[src/hdl/tlbl_pkg.sv]
// shared types, constants and codes for the translation buffer
`timescale 1ns / 1ps

package tlbl_pkg;

  // buffer geometry
  localparam int TLB_ENTRIES = 16;
  localparam int AGE_BITS    = 16;
  localparam int IDX_BITS    = (TLB_ENTRIES > 1) ? $clog2(TLB_ENTRIES) : 1;
  localparam int CNT_BITS    = $clog2(TLB_ENTRIES + 1);

  // field widths
  localparam int OP_W    = 2;
  localparam int PAGE_W  = 32;
  localparam int FRAME_W = 20;

  // operation codes
  localparam logic [OP_W-1:0] OP_LOOKUP = 2'd0;
  localparam logic [OP_W-1:0] OP_INSERT = 2'd1;
  localparam logic [OP_W-1:0] OP_TICK   = 2'd2;
  localparam logic [OP_W-1:0] OP_NONE   = 2'd3;

  // sequencer states
  typedef enum logic [1:0] {
    ST_IDLE,
    ST_SCAN,
    ST_WB
  } state_t;

  // entry store access from the sequencer
  typedef struct packed {
    logic [IDX_BITS-1:0] rd_addr;
    logic                wr_entry;
    logic                wr_age;
    logic [IDX_BITS-1:0] wr_addr;
    logic [PAGE_W-1:0]   wr_page;
    logic [FRAME_W-1:0]  wr_frame;
    logic [AGE_BITS-1:0] wr_age_val;
  } mem_req_t;

  // registered read data from the entry store
  typedef struct packed {
    logic                valid;
    logic [PAGE_W-1:0]   page;
    logic [FRAME_W-1:0]  frame;
    logic [AGE_BITS-1:0] age;
  } mem_rsp_t;

endpackage

[src/hdl/tlbl_store.sv]
// entry store: page, frame and age memories plus valid bits
`timescale 1ns / 1ps

module tlbl_store import tlbl_pkg::*; (
  input  logic     clk,
  input  logic     rst,
  input  mem_req_t req,
  output mem_rsp_t rsp
);

  logic [PAGE_W-1:0]   page_mem  [TLB_ENTRIES];
  logic [FRAME_W-1:0]  frame_mem [TLB_ENTRIES];
  logic [AGE_BITS-1:0] age_mem   [TLB_ENTRIES];
  logic [TLB_ENTRIES-1:0] entry_valid;
  logic [TLB_ENTRIES-1:0] age_ok;

  // valid bits; an age never written reads as zero
  always_ff @(posedge clk) begin
    if (rst) begin
      entry_valid <= '0;
      age_ok      <= '0;
    end else begin
      if (req.wr_entry) entry_valid[req.wr_addr] <= 1'b1;
      if (req.wr_age)   age_ok[req.wr_addr]      <= 1'b1;
    end
  end

  // memory writes
  always_ff @(posedge clk) begin
    if (req.wr_entry) begin
      page_mem[req.wr_addr]  <= req.wr_page;
      frame_mem[req.wr_addr] <= req.wr_frame;
    end
    if (req.wr_age) begin
      age_mem[req.wr_addr] <= req.wr_age_val;
    end
  end

  // registered read port
  always_ff @(posedge clk) begin
    rsp.valid <= entry_valid[req.rd_addr];
    rsp.page  <= page_mem[req.rd_addr];
    rsp.frame <= frame_mem[req.rd_addr];
    rsp.age   <= age_ok[req.rd_addr] ? age_mem[req.rd_addr] : '0;
  end

endmodule

[src/hdl/tlbl_alu.sv]
// shared compare and age unit used once per visited entry
`timescale 1ns / 1ps

module tlbl_alu import tlbl_pkg::*; (
  input  logic [PAGE_W-1:0]   page_a,
  input  logic [PAGE_W-1:0]   page_b,
  input  logic [AGE_BITS-1:0] age_a,
  input  logic [AGE_BITS-1:0] age_b,
  output logic                match,
  output logic                older,
  output logic [AGE_BITS-1:0] age_inc
);

  // page match and strict age order
  assign match = (page_a == page_b);
  assign older = (age_a > age_b);

  // saturating increment
  assign age_inc = (age_a == '1) ? age_a : age_a + 1'b1;

endmodule

[src/hdl/tlbl_seq.sv]
// sequencer: walks the entries one per cycle and does the write-back
`timescale 1ns / 1ps

module tlbl_seq import tlbl_pkg::*; (
  input  logic               clk,
  input  logic               rst,
  input  logic               start,
  input  logic [OP_W-1:0]    op,
  input  logic [PAGE_W-1:0]  vpn,
  input  logic [FRAME_W-1:0] pfn_in,
  output logic               busy,
  output logic               done,
  output logic               hit,
  output logic [FRAME_W-1:0] pfn_out,
  output mem_req_t           req,
  input  mem_rsp_t           rsp
);

  state_t state, state_next;
  logic [CNT_BITS-1:0] cnt;
  logic                rd_vld;
  logic [IDX_BITS-1:0] rd_idx;
  logic                issue;
  logic                last;
  logic                accept;

  logic [OP_W-1:0]     op_q;
  logic [PAGE_W-1:0]   vpn_q;
  logic [FRAME_W-1:0]  pfn_q;
  logic                found;
  logic [FRAME_W-1:0]  frame_q;
  logic                have_inv;
  logic [IDX_BITS-1:0] best_idx;
  logic [AGE_BITS-1:0] best_age;

  logic                match;
  logic                older;
  logic [AGE_BITS-1:0] age_inc;

  tlbl_alu u_alu (
    .page_a  (rsp.page),
    .page_b  (vpn_q),
    .age_a   (rsp.age),
    .age_b   (best_age),
    .match   (match),
    .older   (older),
    .age_inc (age_inc)
  );

  assign accept = start && (state == ST_IDLE);
  assign issue  = (state == ST_SCAN) && (cnt < CNT_BITS'(TLB_ENTRIES));
  assign last   = rd_vld && (rd_idx == IDX_BITS'(TLB_ENTRIES - 1));

  // next state
  always_comb begin
    state_next = state;
    case (state)
      ST_IDLE: begin
        if (start) state_next = (op == OP_NONE) ? ST_WB : ST_SCAN;
      end
      ST_SCAN: begin
        if (last) state_next = ST_WB;
      end
      ST_WB: begin
        state_next = ST_IDLE;
      end
      default: state_next = ST_IDLE;
    endcase
  end

  // outputs and store access
  always_comb begin
    busy           = (state != ST_IDLE);
    done           = 1'b0;
    req.rd_addr    = cnt[IDX_BITS-1:0];
    req.wr_entry   = 1'b0;
    req.wr_age     = 1'b0;
    req.wr_addr    = rd_idx;
    req.wr_page    = vpn_q;
    req.wr_frame   = pfn_q;
    req.wr_age_val = age_inc;
    case (state)
      ST_SCAN: begin
        // tick writes back each age right after reading it
        if (rd_vld && op_q == OP_TICK) req.wr_age = 1'b1;
      end
      ST_WB: begin
        done           = 1'b1;
        req.wr_addr    = best_idx;
        req.wr_age_val = '0;
        if (op_q == OP_INSERT) begin
          req.wr_entry = 1'b1;
          req.wr_age   = 1'b1;
        end else if (op_q == OP_LOOKUP && found) begin
          req.wr_age = 1'b1;
        end
      end
      default: ;
    endcase
  end

  assign hit     = found;
  assign pfn_out = frame_q;

  // control registers
  always_ff @(posedge clk) begin
    if (rst) begin
      state  <= ST_IDLE;
      cnt    <= '0;
      rd_vld <= 1'b0;
    end else begin
      state  <= state_next;
      rd_vld <= issue;
      if (accept)     cnt <= '0;
      else if (issue) cnt <= cnt + 1'b1;
    end
  end

  // scan datapath
  always_ff @(posedge clk) begin
    rd_idx <= cnt[IDX_BITS-1:0];
    if (accept) begin
      op_q     <= op;
      vpn_q    <= vpn;
      pfn_q    <= pfn_in;
      found    <= 1'b0;
      frame_q  <= '0;
      have_inv <= 1'b0;
      best_idx <= '0;
      best_age <= '0;
    end else if (state == ST_SCAN && rd_vld) begin
      case (op_q)
        OP_LOOKUP: begin
          // lowest-index valid match wins
          if (!found && rsp.valid && match) begin
            found    <= 1'b1;
            frame_q  <= rsp.frame;
            best_idx <= rd_idx;
          end
        end
        OP_INSERT: begin
          // first invalid entry, else oldest with lowest index on ties
          if (!have_inv) begin
            if (!rsp.valid) begin
              have_inv <= 1'b1;
              best_idx <= rd_idx;
            end else if (rd_idx == '0 || older) begin
              best_idx <= rd_idx;
              best_age <= rsp.age;
            end
          end
        end
        default: ;
      endcase
    end
  end

endmodule

[src/hdl/tlb_lru_lookup_insert.sv]
// top level of the fully associative translation buffer with lru ages
`timescale 1ns / 1ps
//
// Command channel: op, vpn and pfn_in are taken at a rising edge where start
// is high and busy is low. op 0 looks up vpn, op 1 inserts vpn -> pfn_in,
// op 2 ages every entry by one (saturating), op 3 does nothing.
// Result channel: done is high for exactly one cycle with hit and pfn_out;
// the receiver takes it in that cycle and cannot hold it off.
// Lookup, insert and tick each walk every entry before showing done; op 3
// skips the walk and shows done in the cycle after it is accepted.
// The sequencer reads one entry per cycle from a single registered memory
// port, so no new transaction is taken before the last one is done, and
// busy stays high until done has been shown.
// Reset (rst, synchronous) clears the sequencer, all valid bits and ages;
// no clearing pass is needed, the block is ready the cycle after reset.
// Page and frame of an entry are written only by insert.
//
module tlb_lru_lookup_insert import tlbl_pkg::*; (
  input  logic               clk,
  input  logic               rst,
  input  logic               start,
  output logic               busy,
  input  logic [OP_W-1:0]    op,
  input  logic [PAGE_W-1:0]  vpn,
  input  logic [FRAME_W-1:0] pfn_in,
  output logic               done,
  output logic               hit,
  output logic [FRAME_W-1:0] pfn_out
);

  mem_req_t req;
  mem_rsp_t rsp;

  // entry walk and write-back control
  tlbl_seq u_seq (
    .clk     (clk),
    .rst     (rst),
    .start   (start),
    .op      (op),
    .vpn     (vpn),
    .pfn_in  (pfn_in),
    .busy    (busy),
    .done    (done),
    .hit     (hit),
    .pfn_out (pfn_out),
    .req     (req),
    .rsp     (rsp)
  );

  // entry storage
  tlbl_store u_store (
    .clk (clk),
    .rst (rst),
    .req (req),
    .rsp (rsp)
  );

endmodule

[config.mk]
export PLATFORM = sky130hd
export DESIGN_NAME = tlb_lru_lookup_insert
export DESIGN_NICKNAME = d
export VERILOG_FILES = /design/src/hdl/tlbl_pkg.sv /design/src/hdl/tlbl_store.sv /design/src/hdl/tlbl_alu.sv /design/src/hdl/tlbl_seq.sv /design/src/hdl/tlb_lru_lookup_insert.sv
export SDC_FILE = /design/constraint.sdc
export NUM_CORES = 1
export LEC_CHECK = 0
export BUFFER_PORTS_ARGS = -buffer_cell sky130_fd_sc_hd__buf_4
export CAP_MARGIN = 30
export CORE_ASPECT_RATIO = 0.6
export CORE_MARGIN = 4
export CORE_UTILIZATION = 62
export CTS_CLUSTER_DIAMETER = 100
export DETAILED_ROUTE_END_ITERATION = 16
export PLACE_DENSITY_LB_ADDON = 0.08
export SLEW_MARGIN = 5
export SYNTH_ARGS = -nofsm -noshare
export SYNTH_HDL_FRONTEND = slang
export SYNTH_SLANG_ARGS = --single-unit
export TNS_END_PERCENT = 20
[constraint.sdc]
create_clock -name clk -period 6.23 [get_ports clk]
set_clock_uncertainty 0.15 [all_clocks]
set_input_delay 0.3115 -clock clk [delete_from_list [all_inputs] [get_ports clk]]
set_output_delay 0.3115 -clock clk [all_outputs]
set_load 0.1 [all_outputs]
==> out/qor.yml <==
synth_nets: 2263
path_cells: "xnor2_1 -> nand4_1 -> nor4_1 -> nand4_1 -> buf_4 -> nor2b_1 -> o21ai_0 -> a21oi_1"
vdd_ir_drop_max_v: 0.0002592
post-cts-setup-buffers: 0
clock_latency_ps: 700
drt-vias-per-instance: 6.419
hold_viol: 0
synth_fa_ha_area_share_pct: 0.5429
place_area_sq_mm: 0.05061
numCtsBuffers: 110
endpoint_kind: "register"
start_kind: "register"
post_cts_resize_count: 0
synthMuxAreaShare_pct: 17.07
wl_microns: 104300
finalSetupTns_ps: 0
antenna_found_initial: 2
first_iter_violations: 3116
root_buffer: "clkbuf_16"
final_max_slew_viol_count: 0
outcome: "completed"
fin_cells: 3554
synthCells: 2185
clockBufferDepth: 3
cpPeakStageDelay_ps: 640
placed_cells: 3282
synth_flop_cell: "edfxtp_1"
dp_hpwl_microns: 56700
gr-total-overflow: 0
final_net_count: 2484
syn-mean-instance-area_sq_um: 22.15
synth_compound_area_share_pct: 0.5687
timing.hold.ws_ps: 177.1
hold_class: "in2reg"
synth_top_family_by_area: "multiplexers"
cts-htree-levels: 3
cts.reportedPaths.clkPinSlew_ps: 70
start_util_pct: 62.54
drt-pass1-iter-count: 8
fin_area_sq_mm: 0.05490
grt_pass1_vias: 23130
slew_headroom_pct: 35.07
cts_tree: "yes"
cp_data_arrival_time_ps: 4110
drive_gt1_share_pct: 27.80
drc_errors: 0
cap_violations: 0
num_rows: 79
tightestPinTransition_ps: 973.9
grt_usage_pct: 26.04
gp_congestion: 0.8737
die_x_microns: 368.7
ys_seq_area_share_pct: 77.26
mappedNetlistArea_sq_mm: 0.04840
grt_max_degree: 151
synth-simple-area-share_pct: 2.595
synth.ff_latch_count: 1297
setup_violations: 0
finalCritPeriodShare_pct: 59.48
synth-edff-count: 1142
core_area_sq_mm: 0.07740
dieArea_sq_mm: 0.08275
grt_pass1_wl_microns: 155700
yosys_warnings: 0
io_pins: 80
area_delta_synth_final_pct: 13.43
clkSinkCount: 1297
p_leak_nw: 17.66
max_freq_mhz: 269.9
p_per_area_mw_per_mm2: 314.4
yosys.area_share.xor_xnor_pct: 0.8143
path_common_cell: "nand4_1"
vias: 22813
port-buffer-count: 79
yosysUniqueCellTypes: 47
hold_depth: 2
crit_fanout: 18
fillers: 4530
die_h_microns: 224.4
cp.required_ps: 6630
r2r_cells: 8
rsz0062_at_grt: "no"
path_class: "reg2reg"
min_period_ps: 3706
postRouteAntennaNets: 0
crit_path_top_delay_cell: "edfxtp_1"
async_flop_share_pct: 0
holdBufCountCts: 57
final_util_pct: 70.94
wl_per_cell_microns: 29.36
## cells in the mapped netlist (all sizes together), types with 2 or more instances
cell type,instances,area (sq um)
o21a,2,15.01
nand3,14,70.07
a31oi,4,25.02
edfxtp,1142,34290
xnor2,34,297.8
nor3b,6,45.04
mux4,349,7860
a21oi,15,75.07
inv,22,82.58
and3,2,12.51
ha,21,262.8
nand2b,3,18.77
and4,3,26.28
nor2,154,578.1
a41oi,2,17.52
clkbuf,53,198.9
nor2b,23,151.4
mux2i,39,390.4
nand4,17,121.4
o21ai,12,60.06
nor3,17,85.08
dfxtp,155,3103
nor4,4,25.02
xor2,11,96.34
a21o,3,22.52
nand2,19,71.32
buf,44,274.0
and2,3,18.77
## through the flow
| step | total power, W | worst slack (ps) |
|---|---|---|
| 2_1_floorplan | 0.01028 | 1394 |
| 3_3_place_gp | 0.01047 | 2606 |
| 3_5_place_dp | 0.01051 | 2465 |
| 4_1_cts | 0.01739 | 2444 |
| 5_1_grt | 0.01782 | 2313 |
| 6_report | 0.01726 | 2524 |
## worst paths after layout
kind,from,to,slack [ps]
min reg2reg,u_store.rsp[21]$_DFF_P_,u_seq.pfn_out[5]$_SDFFE_PP0P_,310
max reg2reg,u_seq.vpn_q[0]$_DFFE_PP_,u_seq.best_idx[2]$_SDFFE_PP0P_,2520
max,u_seq.vpn_q[0]$_DFFE_PP_,u_seq.best_idx[2]$_SDFFE_PP0P_,2520
min,pfn_in[7],u_seq.pfn_q[7]$_DFFE_PP_,180
## critical path, delay by kind of cell (launching register included)
kind / cells / cell delay, ps
flops: 1 / 640
simple gates: 4 / 1550
compound gates: 2 / 340
buf+inv: 1 / 480
xor+xnor: 1 / 380
## where the power goes
group | leakage, nW | internal, W | switching, W
Clock | 1.78 | 0.00391 | 0.00300
Sequential | 11.9 | 0.00959 | 0.000166
Combinational | 4.01 | 0.000293 | 0.000302
Total | 17.7 | 0.0138 | 0.00347
## final cells by class
class / count / area, sq um / share of cell area [%]
Antenna cell: 1 / 2.502 / 0.004558
Clock buffer: 149 / 3033 / 5.524
Clock inverter: 57 / 601.8 / 1.096
Inverter: 22 / 82.58 / 0.1504
Multi-Input combinational cell: 769 / 10610 / 19.33
Sequential cell: 1297 / 37410 / 68.14
Tap cell: 1053 / 1318 / 2.400
Timing Repair Buffer: 206 / 1842 / 3.355
## state kept, by name (all words and copies together) (netlist names), 20 cells and up
name / count
u_store.page_mem: 512
u_store.frame_mem: 320
u_store.age_mem: 256
u_store.rsp: 69
u_seq.vpn_q: 32
u_seq.pfn_out: 20
u_seq.pfn_q: 20
## cells in the final DEF (no fill, tap or decap), types with 11 or more instances in the layout
cell type      Yosys  layout
nor2_4             0      20
nor3_1            17      16
inv_1             22      22
ha_1              21      21
nand4_1           16      16
clkbuf_1          53      29
a21oi_1           15      15
buf_4              1     135
clkinv_2           0      25
dlygate4sd3_1      0      57
nand3_1           14      14
nor2b_1           22      22
clkbuf_16          0     113
xnor2_1           34      34
clkinv_1           0      13
mux2i_1           39      39
nor2_1           154     132
bufinv_16          0      12
mux4_2           349     349
nand2_1           19      19
edfxtp_1        1142    1142
xor2_1            11      11
dfxtp_1          155     151
o21ai_0           12      12
## cells by family (layout without fill, tap and decap cells)
group,Yosys count,in the layout
AOI/OAI and AO/OA,45,45
xor gates and xnor gates,45,45
adders and majority gates,21,21
buffers and inverters,119,434
DFF,1297,1297
muxes,389,389
other,0,1
and+or+nand+nor,269,269
## metal layers
layer	vias up	track usage, %	wire, microns
li1	9444	-	-
met1	12102	41.99	45590
met2	1124	37.81	47230
met3	143	5.510	9734
met4	0	5.570	1770
met5	-	0	0
(Power assumes the default switching activity.)
